### src/design/asd_pkg.sv
package asd_pkg;

   localparam int unsigned WORD_W       = 16;
   localparam int unsigned SEGMENT_W    = 4;
   localparam int unsigned CHANNEL_W    = 6;
   localparam int unsigned POSITION_W   = 8;
   localparam int unsigned CSR_INDEX_W  = 2;
   localparam int unsigned QUEUE_DEPTH  = 4;
   localparam int unsigned QUEUE_PTR_W  = $clog2(QUEUE_DEPTH);

   localparam logic [WORD_W-1:0]    START_MARKER_RESET    = 16'hF005;
   localparam logic [WORD_W-1:0]    END_MARKER_RESET      = 16'hBA11;
   localparam logic [WORD_W-1:0]    FILE_END_MARKER_RESET = 16'h4321;
   localparam logic [WORD_W-1:0]    MIN_START_GAP_RESET   = 16'd1551;
   localparam logic [WORD_W-1:0]    WORD_MAX              = 16'hFFFF;
   localparam logic [SEGMENT_W-1:0] SEGMENT_MAX           = 4'd15;
   localparam logic [CHANNEL_W-1:0] CHANNEL_MAX           = 6'd63;
   localparam logic [CHANNEL_W-1:0] CHANNEL_FIRST         = 6'd1;

   typedef enum logic [CSR_INDEX_W-1:0] {
      CSR_START_MARKER    = 2'd0,
      CSR_END_MARKER      = 2'd1,
      CSR_FILE_END_MARKER = 2'd2,
      CSR_MIN_START_GAP   = 2'd3
   } csr_index_type;

   typedef struct packed {
      logic [WORD_W-1:0] word;
      logic              buffer_last;
   } req_type;

   typedef struct packed {
      logic                  is_status;
      logic [WORD_W-1:0]     sample;
      logic [CHANNEL_W-1:0]  channel;
      logic [POSITION_W-1:0] sample_index;
      logic                  channel_full;
      logic                  corrupt;
      logic [SEGMENT_W-1:0]  segments_found;
      logic [CHANNEL_W-1:0]  channels_found;
      logic                  last;
   } rsp_type;

   // one queued job: an optional sample and an optional status behind it
   typedef struct packed {
      logic                  has_sample;
      logic                  has_status;
      logic [WORD_W-1:0]     sample;
      logic [CHANNEL_W-1:0]  channel;
      logic [POSITION_W-1:0] sample_index;
      logic                  channel_full;
      logic                  corrupt;
      logic [SEGMENT_W-1:0]  segments_found;
      logic [CHANNEL_W-1:0]  channels_found;
   } work_type;

   typedef struct packed {
      logic full;
      logic empty;
   } queue_status_type;

endpackage

### src/design/asd_queue.sv
module asd_queue (
   input  logic                       clock,
   input  logic                       reset,
   input  logic                       push,
   input  asd_pkg::work_type          push_work,
   input  logic                       pop,
   output asd_pkg::work_type          head,
   output asd_pkg::queue_status_type  status
);

   asd_pkg::work_type                 mem_ff [asd_pkg::QUEUE_DEPTH];
   logic [asd_pkg::QUEUE_PTR_W-1:0]   wr_ptr_ff, rd_ptr_ff;
   logic [asd_pkg::QUEUE_PTR_W:0]     count_ff;

   always_comb begin
      status.full  = count_ff == (asd_pkg::QUEUE_PTR_W+1)'(asd_pkg::QUEUE_DEPTH);
      status.empty = count_ff == '0;
      head         = mem_ff[rd_ptr_ff];
   end

   always_ff @(posedge clock) begin
      if (push) begin
         mem_ff[wr_ptr_ff] <= push_work;
      end
   end

   always_ff @(posedge clock) begin
      if (reset) begin
         wr_ptr_ff <= '0;
         rd_ptr_ff <= '0;
         count_ff  <= '0;
      end else begin
         if (push) begin
            wr_ptr_ff <= wr_ptr_ff + 1'b1;
         end
         if (pop) begin
            rd_ptr_ff <= rd_ptr_ff + 1'b1;
         end
         case ({push, pop})
            2'b10:   count_ff <= count_ff + 1'b1;
            2'b01:   count_ff <= count_ff - 1'b1;
            default: count_ff <= count_ff;
         endcase
      end
   end

endmodule

### config.mk
export PLATFORM = sky130hd
export DESIGN_NAME = asd_queue
export DESIGN_NICKNAME = d
export VERILOG_FILES = /design/src/design/asd_pkg.sv /design/src/design/asd_queue.sv
export SDC_FILE = /design/constraint.sdc
export NUM_CORES = 1
export LEC_CHECK = 0
export BUFFER_PORTS_ARGS = -buffer_cell sky130_fd_sc_hd__buf_2
export CAP_MARGIN = 5
export CELL_PAD_IN_SITES_DETAIL_PLACEMENT = 0
export CELL_PAD_IN_SITES_GLOBAL_PLACEMENT = 1
export CORE_UTILIZATION = 47
export DETAILED_ROUTE_END_ITERATION = 16
export GPL_TIMING_DRIVEN = 1
export PLACE_DENSITY = 0.75
export SYNTH_ARGS = -nofsm -noshare
export SYNTH_HDL_FRONTEND = slang
export SYNTH_SLANG_ARGS = --single-unit
export TNS_END_PERCENT = 50
### constraint.sdc
create_clock -name clock -period 3.55 [get_ports clock]
set_input_delay 0.5325 -clock clock [delete_from_list [all_inputs] [get_ports clock]]
set_output_delay 0.5325 -clock clock [all_outputs]
set_load 0.01 [all_outputs]
# Word-level counts from Yosys, hierarchy flattened
# Memory sizes are Yosys's and may differ from the RTL's. A register that Yosys moved wholly into a read port is not among the register bits.
# Index checks and enable logic that the tools add are counted.
# Widths: inputs -> output; s select.
word_totals:
  register_bits: 7
  ramBits: 176
  output_inout_bits: 46
  mem_count: 1
mem_list:
  columns: ["name", "words", "word_bits", "rd", "rd_clocked_by_memory_dff", "wr", "line_no", "text"]
  rows:
  - ["mem_ff", 4, 44, 1, 1, 1, "asd_queue.sv:11", "asd_pkg::work_type mem_ff [asd_pkg::QUEUE_DEPTH];"]
op_classes:
  add_sub_neg: 4
  n_eq_ne: 3
  n_mux: 5
  n_reduce_logical: 2
op_table:
  columns: ["op", "n"]
  rows:
  - ["$pmux 3 s2", 1]
  - ["$add 2x1->2 const B", 2]
  - ["$mux 2", 2]
  - ["$add 3x1->3 const B", 1]
  - ["$eq 3x3->1 const B", 1]
  - ["$logic_not 3->1", 1]
  - ["$sub 3x1->3 const B", 1]
  - ["$eq 2x1->1 const B", 1]
  - ["$eq 2x2->1 const B", 1]
  - ["$mux 1", 2]
  - ["$reduce_bool 2->1", 1]

# Depth between registers and ports, before layout
logic_depth:
  ltp_word: 3
  ltp_mapped: 7

# Least setup slack after synthesis
# No wires, ideal clock.
synth_timing:
  path_kind: "flip-flop to flip-flop"
  start: "register wr_ptr_ff[0] in the netlist's numbering"
  end: "memory mem_ff[2][0] in the netlist's numbering (enable)"
  t_arrival_ps: 1600
  required_time_ps: 3144
  setup_slack_ps: 1544
  path_stages_with_launch: 4
  period_less_slack_ps: 2006
  path_cell_list: "dfxtp_1 -> inv_1 -> ha_1 -> and2_1"
synth_lines:
  columns: ["element", "line_no", "text"]
  rows:
  - ["start, declared", "asd_queue.sv:12", "logic [asd_pkg::QUEUE_PTR_W-1:0] wr_ptr_ff, rd_ptr_ff;"]
  - ["start signal, assigned", "asd_queue.sv:34", "wr_ptr_ff <= wr_ptr_ff + 1'b1;"]
  - ["end, declared", "asd_queue.sv:11", null]
# No word-level cell before the write port.

==> metrics.md <==
| Metric | Value |
|---|---|
| Status | `finished clean` |
| Crit Path Class | `reg -> out` |
| Vias in the first global route | `between 3k and 4k` |
| Sequential-to-total area share from yosys stat | `0.7988` |
| #FFs+latches synth | `roughly 190` |
| Hold path cells | `1` |
| Vias | `approximately 3k` |
| Final WL | `about 11,000 um` |
| Worst vdd ir | `roughly 300 uV` |
| Tightest Pin Transition | `around 900 ps` |
| Count leader, synth | `edfxtp_1` |
| DR pass1 iterations | `5` |
| CTS root buf | `clkbuf_16` |
| Worst-path clk slew | `60 ps` |
| Synth top area cells | `edfxtp_1 77%, mux4_2 13%, dfxtp_1 2.6%` |
| CTS tree | `done` |
| Part of the cycle the worst path needs | `0.7742` |
| Wire length per cell | `slightly below 20 um` |
| Setup TNS | `0 ps` |
| Post-DR vias/cell | `5.288` |
| Top FF cell, synth | `edfxtp_1` |
| Core Footprint | `0.01404 mm2` |
| Post-Place Cells | `around 550` |
| Synth cell count leaders | `176 x edfxtp_1, 40 x mux4_2, 9 x dfxtp_1, 8 x nor2_1, 6 x inv_1` |
| Hold WS | `between 300 and 400 ps` |
| Initial DRC Count | `about 180` |
| Post-route minimum period | `approximately 2700 ps` |
| Post-DP HPWL | `6831 um` |
| Mapped Cells | `between 200 and 300` |
| Clk_lat worst skew | `410 ps` |
| CTS resizes | `0` |
| Hold Startpoint | `push_work[33]` |
| CTS buffer count | `17` |
| Die Ht | `around 120 um` |
| Post-layout util | `0.5780` |
| Area leader, netlist | `edfxtp_1` |
| PD cells | `slightly above 600 mW/mm2` |
| Post-Synthesis Cell Area | `0.006842 mm2` |
| Final setup fails | `0` |
| Top cell type's share of synthesized area | `0.7725` |
| Pin count of the biggest net entering global routing | `45` |
| CP arrival | `about 2200 ps` |
| DRC | `0` |
| CP Launch Type | `register` |
| YS warnings | `0` |
| Crit-path max FO | `44` |
| Overall die width | `around 120 um` |
| I/O pins | `94` |
| Total track usage | `0.1627` |
| PortBufs | `93` |
| Total power | `between 4 and 5 mW` |
| Max_cap viols | `0` |
| Start of the worst register-to-register path | `wr_ptr_ff[0]` |
| Starting density of the core | `0.4872` |
| Area Growth Syn to Fin | `18.64%` |
| Number of antenna diodes | `0` |
| EDFF count, synth | `about 180` |
| # rows | `43` |
| H-tree depth | `4` |
| Final slew viol count | `0` |
| Die ar. | `0.01504 mm2` |
| Avg Cell Area, Syn | `between 20 and 25 um2` |
| Max Root-Sink Buffers | `2` |
| Layout Nets | `440` |
| Leakage Power | `2.793 nW` |
| Grt total ovfl | `0` |
| Worst r2r path cells | `4` |
| Clock skew | `around 8.3 ps` |
| Relative slew slack | `0.3987` |
| FFs w/ async S/R, synth | `0` |
| Hold Path Class | `in -> reg` |
| GPL Wtd Cong | `a little under 0.7` |
| Post-CTS Setup Bufs | `0` |
| Hold Vio Cnt, Final | `0` |
| Hold-fix buffers, CTS | `0` |
| Distinct cell type count of the synthesized netlist | `23` |
| Fmax | `about 360 MHz` |
| Fin cells | `between 500 and 600` |
| Antenna-violating nets left | `0` |
| Share of layout cells above drive strength 1 | `0.4386` |
| Worst EP required | `about 3000 ps` |
| Total nets after synthesis | `between 300 and 400` |
| First-pass GRT wire length | `~17,000 um` |
| CP endpoint kind | `output pin` |
| Unrepaired setup endpoints after global routing | `no` |
| Clock sink total | `185` |
| Initial antenna violation count | `0` |
## layout by cell type (no fill, tap or decap), drive strengths merged, types with 2 or more instances in the layout
cell type and n:
edfxtp 176, buf 101, mux4 44, clkbuf 25, dfxtp 9, nor2 8
inv 6, ha 5, and2 4, bufinv 4, xor2 3, clkinv 3
xnor2 2, a21oi 2
## per-layer routing
metal / track usage / wire length, um / share of wire
met1: 0.2165 / 4913 / 0.44
met2: 0.2556 / 5455 / 0.49
met3: 0.04926 / 679 / 0.061
met4: 0.05716 / 124 / 0.011
met5: 0 / 0 / 0
## final timing paths
| kind | to | slack (ps) |
|---|---|---|
| hold reg to reg | count_ff[2] | 510 |
| hold / removal | mem_ff[0][33] | 330 |
| setup / recovery | head[27] | 800 |
| setup reg to reg | mem_ff[2][6] | 1670 |
## logic make-up (layout without fill, tap and decap cells)
group	count (synthesis)	after routing	share of synthesized area
xor+xnor	5	5	0.006402
compound gates	3	3	0.002194
buf+inv	17	139	0.02085
simple gates	16	16	0.01116
fa+ha+maj	6	6	0.01207
mux	45	45	0.1485
flops	185	185	0.7988
## registers in the layout (all words and copies together), names as in the netlist, named ones only
signal and count:
mem_ff 176, wr_ptr_ff 2, rd_ptr_ff 2, count_ff 3
## critical path, cell delays in order (launching register included)
cell	delay, ps
dfxtp_4	930
mux4_1	660
buf_2	160
## cell type report
| cell class | instances | area, um2 |
|---|---|---|
| clock inverter | 7 | 138.9 |
| multi-input combinational | 75 | 1239 |
| clock buffer | 25 | 495.5 |
| sequential | 185 | 5470 |
| inverter | 6 | 22.52 |
| fill | 996 | 5926 |
| timing repair buffer | 101 | 525.5 |
| tap | 180 | 225.2 |
## where the power goes
| group | switching, mW | leakage, nW | internal [mW] |
|---|---|---|---|
| Sequential | 0.0634 | 1.69 | 2.50 |
| Clock | 0.725 | 0.311 | 1.25 |
| Combinational | 0.205 | 0.789 | 0.207 |
| Total | 0.994 | 2.79 | 3.96 |
## metrics by stage
step	area, um2	setup WS [ps]
floorplan	6842	1544
global placement	7482	1196
detailed placement	7482	1191
CTS	8117	725.2
global route	8117	637.9
finish	8117	801.7
Power figures use the tool's default switching activity.
