<file path="config.mk">
export PLATFORM = sky130hd
export DESIGN_NAME = asd_back_flat
export DESIGN_NICKNAME = d
export VERILOG_FILES = /design/src/design/asd_pkg.sv /design/src/design/asd_stream_if.sv /design/src/design/asd_back.sv /design/src/flat_wrapper.sv
export SDC_FILE = /design/constraint.sdc
export NUM_CORES = 1
export LEC_CHECK = 0
export BUFFER_PORTS_ARGS = -buffer_cell sky130_fd_sc_hd__clkbuf_2
export CAP_MARGIN = 5
export CORE_AREA = 2 2 39 41
export DETAILED_ROUTE_END_ITERATION = 10
export DIE_AREA = 0 0 41 43
export GPL_TIMING_DRIVEN = 1
export PLACE_DENSITY_LB_ADDON = 0.05
export SLEW_MARGIN = 5
export SYNTH_ARGS = -nofsm -noshare
export SYNTH_HDL_FRONTEND = slang
export SYNTH_SLANG_ARGS = --single-unit
</file>
<file path="constraint.sdc">
create_clock -name clock -period 1.76 [get_ports clock]
set_clock_uncertainty 0.15 [all_clocks]
set_input_delay 0.176 -clock clock [delete_from_list [all_inputs] [get_ports clock]]
set_output_delay 0.176 -clock clock [all_outputs]
set_load 0.05 [all_outputs]
</file>
<file path="src/design/asd_pkg.sv">
package asd_pkg;

   localparam int unsigned WORD_W       = 16;
   localparam int unsigned SEGMENT_W    = 4;
   localparam int unsigned CHANNEL_W    = 6;
   localparam int unsigned POSITION_W   = 8;
   localparam int unsigned CSR_INDEX_W  = 2;
   localparam int unsigned QUEUE_DEPTH  = 4;
   localparam int unsigned QUEUE_PTR_W  = $clog2(QUEUE_DEPTH);

   localparam logic [WORD_W-1:0]    START_MARKER_RESET    = 16'hF005;
   localparam logic [WORD_W-1:0]    END_MARKER_RESET      = 16'hBA11;
   localparam logic [WORD_W-1:0]    FILE_END_MARKER_RESET = 16'h4321;
   localparam logic [WORD_W-1:0]    MIN_START_GAP_RESET   = 16'd1551;
   localparam logic [WORD_W-1:0]    WORD_MAX              = 16'hFFFF;
   localparam logic [SEGMENT_W-1:0] SEGMENT_MAX           = 4'd15;
   localparam logic [CHANNEL_W-1:0] CHANNEL_MAX           = 6'd63;
   localparam logic [CHANNEL_W-1:0] CHANNEL_FIRST         = 6'd1;

   typedef enum logic [CSR_INDEX_W-1:0] {
      CSR_START_MARKER    = 2'd0,
      CSR_END_MARKER      = 2'd1,
      CSR_FILE_END_MARKER = 2'd2,
      CSR_MIN_START_GAP   = 2'd3
   } csr_index_type;

   typedef struct packed {
      logic [WORD_W-1:0] word;
      logic              buffer_last;
   } req_type;

   typedef struct packed {
      logic                  is_status;
      logic [WORD_W-1:0]     sample;
      logic [CHANNEL_W-1:0]  channel;
      logic [POSITION_W-1:0] sample_index;
      logic                  channel_full;
      logic                  corrupt;
      logic [SEGMENT_W-1:0]  segments_found;
      logic [CHANNEL_W-1:0]  channels_found;
      logic                  last;
   } rsp_type;

   // one queued job: an optional sample and an optional status behind it
   typedef struct packed {
      logic                  has_sample;
      logic                  has_status;
      logic [WORD_W-1:0]     sample;
      logic [CHANNEL_W-1:0]  channel;
      logic [POSITION_W-1:0] sample_index;
      logic                  channel_full;
      logic                  corrupt;
      logic [SEGMENT_W-1:0]  segments_found;
      logic [CHANNEL_W-1:0]  channels_found;
   } work_type;

   typedef struct packed {
      logic full;
      logic empty;
   } queue_status_type;

endpackage

</file>
<file path="src/design/asd_stream_if.sv">
interface asd_stream_if #(
   parameter type payload_type = logic
);
   logic        valid;
   logic        ready;
   payload_type data;

   modport source (output valid, output data, input ready);
   modport sink (input valid, input data, output ready);
endinterface

</file>
<file path="src/design/asd_back.sv">
module asd_back (
   input  logic                       clock,
   input  logic                       reset,
   input  asd_pkg::work_type          head,
   input  asd_pkg::queue_status_type  queue_status,
   output logic                       pop,
   asd_stream_if.source               rsp_chan
);

   logic              out_valid_ff, out_valid_in;
   asd_pkg::rsp_type  out_ff, out_in;
   logic              phase_ff, phase_in;
   logic              load;

   always_comb begin
      load         = !out_valid_ff || rsp_chan.ready;
      out_valid_in = out_valid_ff;
      out_in       = out_ff;
      phase_in     = phase_ff;
      pop          = 1'b0;

      if (load) begin
         out_valid_in = !queue_status.empty;
         out_in       = '0;
         if (!queue_status.empty) begin
            if (head.has_sample && !phase_ff) begin
               out_in.sample       = head.sample;
               out_in.channel      = head.channel;
               out_in.sample_index = head.sample_index;
               out_in.channel_full = head.channel_full;
               out_in.last         = !head.has_status;
               // the status word of the same input goes out next
               phase_in = head.has_status;
               pop      = !head.has_status;
            end else begin
               out_in.is_status      = 1'b1;
               out_in.corrupt        = head.corrupt;
               out_in.segments_found = head.segments_found;
               out_in.channels_found = head.channels_found;
               out_in.last           = 1'b1;
               phase_in = 1'b0;
               pop      = 1'b1;
            end
         end
      end
   end

   always_ff @(posedge clock) begin
      if (reset) begin
         out_valid_ff <= 1'b0;
         phase_ff     <= 1'b0;
      end else begin
         out_valid_ff <= out_valid_in;
         phase_ff     <= phase_in;
      end
   end

   always_ff @(posedge clock) begin
      out_ff <= out_in;
   end

   assign rsp_chan.valid = out_valid_ff;
   assign rsp_chan.data  = out_ff;

endmodule

</file>
<file path="src/flat_wrapper.sv">
// flat-port wrapper written by rule: the top's interface ports become plain ports
module asd_back_flat 
  (clock, reset, head, queue_status, pop, rsp_chan_valid, rsp_chan_data, rsp_chan_ready);
  asd_stream_if rsp_chan_i ();
  input  logic clock;
  input  logic reset;
  input  asd_pkg::work_type head;
  input  asd_pkg::queue_status_type queue_status;
  output logic pop;
  output wire logic [$bits(rsp_chan_i.valid)-1:0] rsp_chan_valid;
  output wire logic [$bits(rsp_chan_i.data)-1:0] rsp_chan_data;
  input wire logic [$bits(rsp_chan_i.ready)-1:0] rsp_chan_ready;
  assign rsp_chan_valid = rsp_chan_i.valid;
  assign rsp_chan_data = rsp_chan_i.data;
  assign rsp_chan_i.ready = rsp_chan_ready;
  asd_back u_core (.clock(clock), .reset(reset), .head(head), .queue_status(queue_status), .pop(pop), .rsp_chan(rsp_chan_i));
endmodule
</file>
# Word level (Yosys, flattened, before mapping)
# Cells that the tools add are included.
[word_totals]
ff_bits = 3
in_bits = 49
output_inout_bits = 3
wordCells = 15
[classes]
muxes = 4
bitwise = 1
n_reduce_logical = 7
[op_table]
columns = ["cell", "n"]
rows = [
  ["$logic_not 1->1", 4],
  ["$mux 1", 4],
  ["$reduce_and 2->1", 1],
  ["$logic_and 1x1->1", 1],
  ["$logic_or 1x1->1", 1],
  ["$not 1->1", 1],
]

# Depth between registers and ports, before layout
# Gate-level depths: netlist of run 1.
[depth]
word_depth = 5
ltp_mapped = 4
mapped_depth_nobuf = 4

# Least setup slack after synthesis of run 1
# OpenSTA, ideal clock, no wires.
[synth_path]
path_kind = "reg-to-output"
startpoint = "register u_core.out_valid_ff, in the netlist u_core.rsp_chan.valid"
endpoint = "output port pop"
t_arrival_ns = 1.742
required_time_ns = 1.434
setup_slack_ns = -0.308
stages_incl_launch_ff = 3
path_buffers = 0
path_cell_list = "dfxtp_1 -> nor2b_4 -> nor3_1"
[synth_between]
elab_chain_cells = 3
[synth_lines]
columns = ["element", "line", "source"]
rows = [
  ["from (decl)", "asd_back.sv:10", "logic out_valid_ff, out_valid_in;"],
  ["from (signal assigned)", "asd_back.sv:53", "out_valid_ff <= out_valid_in;"],
  ["$logic_not 1->1", "asd_back.sv:16", "load = !out_valid_ff || rsp_chan.ready;"],
  ["$logic_or 1x1->1", "asd_back.sv:16", ""],
  ["$mux 1", "asd_back.sv:22", "if (load) begin"],
  ["to (decl)", "flat_wrapper.sv:9", "output logic pop;"],
]
# No other way between the ends.

# Worst setup path after layout of run 1
[layout_path]
startpoint = "register u_core.phase_ff"
endpoint = "output port pop"
[layout_between]
elab_chain_cells = 5
[layout_lines]
columns = ["element", "line", "source"]
rows = [
  ["from (decl)", "asd_back.sv:12", "logic phase_ff, phase_in;"],
  ["from (signal assigned)", "asd_back.sv:54", "phase_ff <= phase_in;"],
  ["$logic_not 1->1", "asd_back.sv:26", "if (head.has_sample && !phase_ff) begin"],
  ["$logic_and 1x1->1", "asd_back.sv:26", ""],
  ["$mux 1", "asd_back.sv:26", ""],
  ["$mux 1", "asd_back.sv:25", "if (!queue_status.empty) begin"],
  ["$mux 1", "asd_back.sv:22", ""],
]
# No other way between the ends.

==> run_results.csv, run 1 <==
group,metric,value,unit
clock_tree,cts_tree,"done",
timing,timing.hold.ws,0.0398,ns
timing,fmax,0.669,GHz
floorplanning,ios,52,
timing,min_period,1.50,ns
synthesis,yosysWarnings,0,
placement,pre_cts_slack,0.492,ns
global_routing,grt_use_total,4.81,%
power,power.density,1050,nW/um^2
synthesis,yosysSeqAreaShare,54.4,%
final_layout,fin_area,230,um^2
timing,fin_crit_sh,85.0,%
timing,drv_slew,0,
synthesis,synth_cell_types,10,
critical_path,crit_end,"pop",
routing,drc,0,
floorplanning,start_util,9.31,%
timing,tightest_slew,0.279,ns
clock_tree,clkLatencyLatePin,0.23,ns
floorplanning,fp.dieH,43,um
critical_path,cp-end-kind,"output port",
critical_path,rr_startpoint,"u_core.phase_ff",
clock_tree,htree_levels,1,
critical_path,crit_buf_inv,1,
placement,port_buffers,8,
timing,finalSetupViolations,0,
final_layout,final_nets,75,
synthesis,postSynthCellCount,12,
final_layout,diodes,0,
floorplanning,coreArea,1380,um^2
synthesis,syn_area,129,um^2
critical_path,crit_type,"register to output port",
power,p_leak,0.101,nW
global_routing,grt_pass1_wl,476,um
timing,rsz0062_at_grt,"false",
synthesis,synth_nets,61,
critical_path,ff2ff_setup_slack,0.77,ns
critical_path,cp_top_family,"simple AND/OR/NAND/NOR gates",
min_path,min_from,"queue_status[0]",
routing,via_per_inst,3.24,
routing,drtIter0Drc,0,
routing,wirelength,302,um
final_layout,final_cells,41,
routing,num_vias,133,
floorplanning,rows,14,
final_layout,area_growth,78.6,%
synthesis,yosys_register_bits,3,
run_status,status,"complete, no violations",
critical_path,slowest_stage,"dfxtp_1",
clock_tree,clk_pin_slew,0.04,ns
floorplanning,die_w,41,um
global_routing,gr-total-overflow,0,
final_layout,final_util,16.6,%
critical_path,r2r_cells,2,
timing,setup_tns,0,ns
critical_path,critical_path_arrival,1.17,ns
critical_path,start_kind,"register",
critical_path,max_stage_delay,0.31,ns
routing,wire_per_inst,7.37,um
critical_path,crit_fanout,3,
min_path,hp-class,"input port to register",
routing,final_antenna_net_count,0,
global_routing,antenna_found_initial,0,
placement,dp_cells,36,
timing,hold_violations,0,
placement,placed_area,194,um^2
clock_tree,cts_root_buffer,"clkbuf_4",
clock_tree,cts_sinks,3,
power,total_power,0.241,mW
placement,globalplace.congestion,0.617,
critical_path,worstPathRequired,1.43,ns
global_routing,grt_pass1_vias,132,
critical_path,worst_r2r_endpoint,"u_core.rsp_chan.data",
clock_tree,cts_made_buffers,3,
synthesis,postSynthAreaPerCell,10.7,um^2
routing,firstDrtPassIters,1,
critical_path,path_depth,3,
job,maxCapViolCount,0,
critical_path,cp-startpoint,"u_core.phase_ff",
timing,setup_slack,0.265,ns
power,vdd_ir_drop_max,0.306,mV
global_routing,grt_max_degree,6,
floorplanning,die_area,1760,um^2
critical_path,path_cells,"and3b_2 -> nor3_2 -> clkbuf_2",
final_layout,drive_gt1_share,56.0,%
clock_tree,ctsLongestPathBuffers,2,
timing,slew_headroom,81.5,%
clock_tree,cts_setup_buffers,0,
==> cell usage after synthesis <==
cell | instances | area share, %
nor3_1 | 1 | 3.9
nor2b_4 | 1 | 11
a21oi_1 | 2 | 7.8
edfxtp_1 | 1 | 23
nor2_1 | 1 | 2.9
dfxtp_1 | 2 | 31
inv_1 | 1 | 2.9
and3b_2 | 1 | 7.8
o21ai_0 | 1 | 3.9
nand3b_1 | 1 | 5.8
==> cell type report <==
class / count / area [um^2]
clock buffer: 4 / 26.3
fill: 162 / 1150
inverter: 1 / 3.75
multi-input combinational: 8 / 60.1
sequential: 3 / 70.1
tap: 16 / 20.0
timing repair buffer: 9 / 50.0
==> registers in the layout, indices dropped and copies added, names as in the netlist <==
signal                 count
u_core.rsp_chan.valid      1
u_core.rsp_chan.data       1
u_core.phase_ff            1
==> kinds of logic after synthesis <==
kind of cell	count (synthesis)	share of synthesized area, %
DFF	3	54.4
buffers and inverters	1	2.91
AOI/OAI and AO/OA	3	11.6
and+or+nand+nor	5	31.1
==> metal layers <==
metal	vias up	part of all wire, %	global-route usage, %
li1	68	-	-
met1	58	41	4.17
met2	7	45	5.31
met3	0	14	7.85
met4	0	0	2.00
met5	-	0	0
==> placed cells by master, fill, tap and decap left out <==
cell / netlist / layout
nor2b_4: 1 / 1
clkbuf_1: 0 / 1
dlygate4sd3_1: 0 / 1
edfxtp_1: 1 / 1
clkbuf_2: 0 / 8
a21oi_1: 2 / 2
nor2_1: 1 / 1
o21ai_0: 1 / 1
and3b_2: 1 / 1
inv_1: 1 / 1
nand3b_1: 1 / 1
dfxtp_1: 2 / 2
nor3_2: 0 / 1
clkbuf_4: 0 / 3
==> timing repair <==
| action | in CTS | in global routing |
|---|---|---|
| setup endpoints to repair | 0 | 0 |
| resized for setup | 0 | 0 |
| endpoints found under the hold margin | 2 | 0 |
| hold buffers | 1 | 0 |
==> where the power goes <==
group | internal [mW] | switching (mW)
registers | 0.0767 | 0.00135
clock network | 0.0849 | 0.0347
logic | 0.0146 | 0.0287
==> worst min path at each step <==
stage                                        to  depth (start not counted)
after floorplan                 u_core.phase_ff                          1
after global placement          u_core.phase_ff                          2
after detailed placement        u_core.phase_ff                          2
after CTS                 u_core.rsp_chan.valid                          2
after global routing      u_core.rsp_chan.valid                          2
final                     u_core.rsp_chan.valid                          2
Note: power is estimated with default switching activity, not from simulation.
==> inputs of run 2 (changes only) <==
==> constraint.sdc (replaced) <==
create_clock -name clock -period 1.44 [get_ports clock]
set_clock_uncertainty 0.15 [all_clocks]
set_input_delay 0.144 -clock clock [delete_from_list [all_inputs] [get_ports clock]]
set_output_delay 0.144 -clock clock [all_outputs]
set_load 0.05 [all_outputs]
==> run_results.csv, run 2 (synthesis gave the netlist of run 1 again) <==
group,metric,value,unit
run_status,status,"complete, no violations",
placement,port_buffers,8,
power,intPower,0.221,mW
clock_tree,clk_pin_slew,0.04,ns
global_routing,grt_use_total,5.23,%
critical_path,slowest_stage,"dfxtp_2",
timing,drv_slew,0,
floorplanning,fp.dieH,43,um
global_routing,grt_pass1_wl,489,um
critical_path,worst_r2r_endpoint,"u_core.rsp_chan.data",
critical_path,worstPathRequired,1.15,ns
routing,final_antenna_net_count,0,
floorplanning,coreArea,1380,um^2
routing,via_per_inst,3.24,
placement,dp_cells,36,
min_path,hold_depth,2,
power,comb_power_share,20.0,%
final_layout,final_common_cell,"clkbuf_2",
floorplanning,start_util,9.31,%
min_path,hp-class,"input port to register",
critical_path,critical_path_arrival,1.08,ns
routing,drtIter0Drc,5,
timing,slew_headroom,81.7,%
routing,wirelength,305,um
placement,placed_area,200,um^2
clock_tree,cts_setup_buffers,0,
final_layout,final_nets,75,
global_routing,grt_max_degree,6,
final_layout,drive_gt1_share,60.0,%
critical_path,crit_fanout,3,
min_path,hold_path_end,"u_core.rsp_chan.valid",
clock_tree,cts_tree,"done",
min_path,min_from,"queue_status[0]",
final_layout,final_cells,41,
clock_tree,cts_sinks,3,
placement,globalplace.congestion,0.592,
power,vdd_ir_drop_max,0.285,mV
critical_path,max_stage_delay,0.31,ns
power,power.density,1230,nW/um^2
floorplanning,rows,14,
critical_path,r2r_cells,2,
critical_path,rr_startpoint,"u_core.phase_ff",
final_layout,diodes,0,
power,switchingPower,0.0835,mW
critical_path,path_cells,"and3b_2 -> nor3_4 -> buf_8",
routing,firstDrtPassIters,2,
global_routing,gr-total-overflow,0,
routing,drc,0,
timing,fin_crit_sh,95.6,%
final_layout,fin_area,248,um^2
critical_path,start_kind,"register",
clock_tree,cts_made_buffers,3,
job,maxCapViolCount,0,
clock_tree,ctsLongestPathBuffers,2,
final_layout,layout_common_cells,"7 x clkbuf_2, 3 x clkbuf_4, 2 x a21oi_1",
critical_path,crit_type,"register to output port",
routing,wire_per_inst,7.44,um
timing,timing.hold.ws,0.0367,ns
floorplanning,die_w,41,um
timing,min_period,1.38,ns
timing,rsz0062_at_grt,"true",
power,p_leak,0.106,nW
clock_tree,cts_root_buffer,"clkbuf_4",
timing,hold_violations,0,
clock_tree,clkLatencyLatePin,0.23,ns
critical_path,ff2ff_setup_slack,0.42,ns
timing,finalSetupViolations,0,
global_routing,antenna_found_initial,0,
timing,fmax,0.726,GHz
global_routing,grt_pass1_vias,125,
clock_tree,htree_levels,1,
critical_path,cp-end-kind,"output port",
power,switching_share,27.4,%
power,power.share.clock,48.6,%
timing,tightest_slew,0.276,ns
final_layout,area_growth,92.2,%
power,p_seq_share,31.4,%
floorplanning,ios,52,
routing,num_vias,133,
floorplanning,die_area,1760,um^2
## run 2: cell count changes in the layout (fill, tap and decap cells not counted), sizes merged
| cell | change |
|---|---|
| clkbuf | -1 |
| buf | +1 |
## run 2: worst max-delay path, delay by kind of cell (launching register included)
| family | cells | cell delay, ns |
|---|---|---|
| buffers and inverters | 1 | 0.17 |
| flip-flops | 1 | 0.31 |
| AND/OR/NAND/NOR | 2 | 0.37 |
## run 2: metal layers
| layer | vias up | share of wire (%) | global-route usage, % |
|---|---|---|---|
| li1 | 68 | - | - |
| met1 | 58 | 38 | 4.84 |
| met2 | 7 | 44 | 5.00 |
| met3 | 0 | 18 | 7.85 |
| met4 | 0 | 0 | 4.00 |
| met5 | - | 0 | 0 |
## run 2: cell type report
class                   instances  area (um^2)
clock buffers                   4         26.3
fillers                       153         1140
inverters                       1         3.75
multi-input cells               8         66.3
flip-flops and latches          3         71.3
well taps                      16         20.0
repair buffers                  9         60.1
## run 2: timing repair
| action | CTS | global route |
|---|---|---|
| gates resized for setup | 2 | 2 |
| hold buffers | 1 | 0 |
| endpoints found under the hold margin | 2 | 0 |
| endpoints found under the setup margin | 1 | 1 |
## run 2: worst max-delay path by stage
stage / startpoint / end / slack (ns) / cells past startpoint
5_1_grt: u_core.phase_ff / pop / -0.01 / 3
3_3_place_gp: u_core.phase_ff / pop / 0.20 / 3
3_5_place_dp: u_core.phase_ff / pop / 0.20 / 3
2_1_floorplan: u_core.rsp_chan.valid / pop / 0.02 / 2
4_1_cts: u_core.phase_ff / pop / 0.02 / 3
6_report: u_core.phase_ff / pop / 0.06 / 3
## run 2: per-stage QoR
step	setup TNS, ns	setup WS [ns]	total power [mW]	utilization, %
floorplan	0	0.0235	0.134	-
global placement	0	0.205	0.152	14.5
detailed placement	0	0.195	0.151	14.5
CTS	0	0.0189	0.314	17.7
global route	-0.0107	-0.0107	0.331	17.9
finish	0	0.0635	0.305	17.9
## run 2: power by group through the flow
stage | combinational, mW | clock, mW | sequential [mW]
after floorplan | 0.0221 | 0 | 0.112
after global placement | 0.0547 | 0 | 0.0968
after detailed placement | 0.0541 | 0 | 0.0970
after CTS | 0.0599 | 0.158 | 0.0956
after global routing | 0.0648 | 0.170 | 0.0962
final | 0.0608 | 0.148 | 0.0957
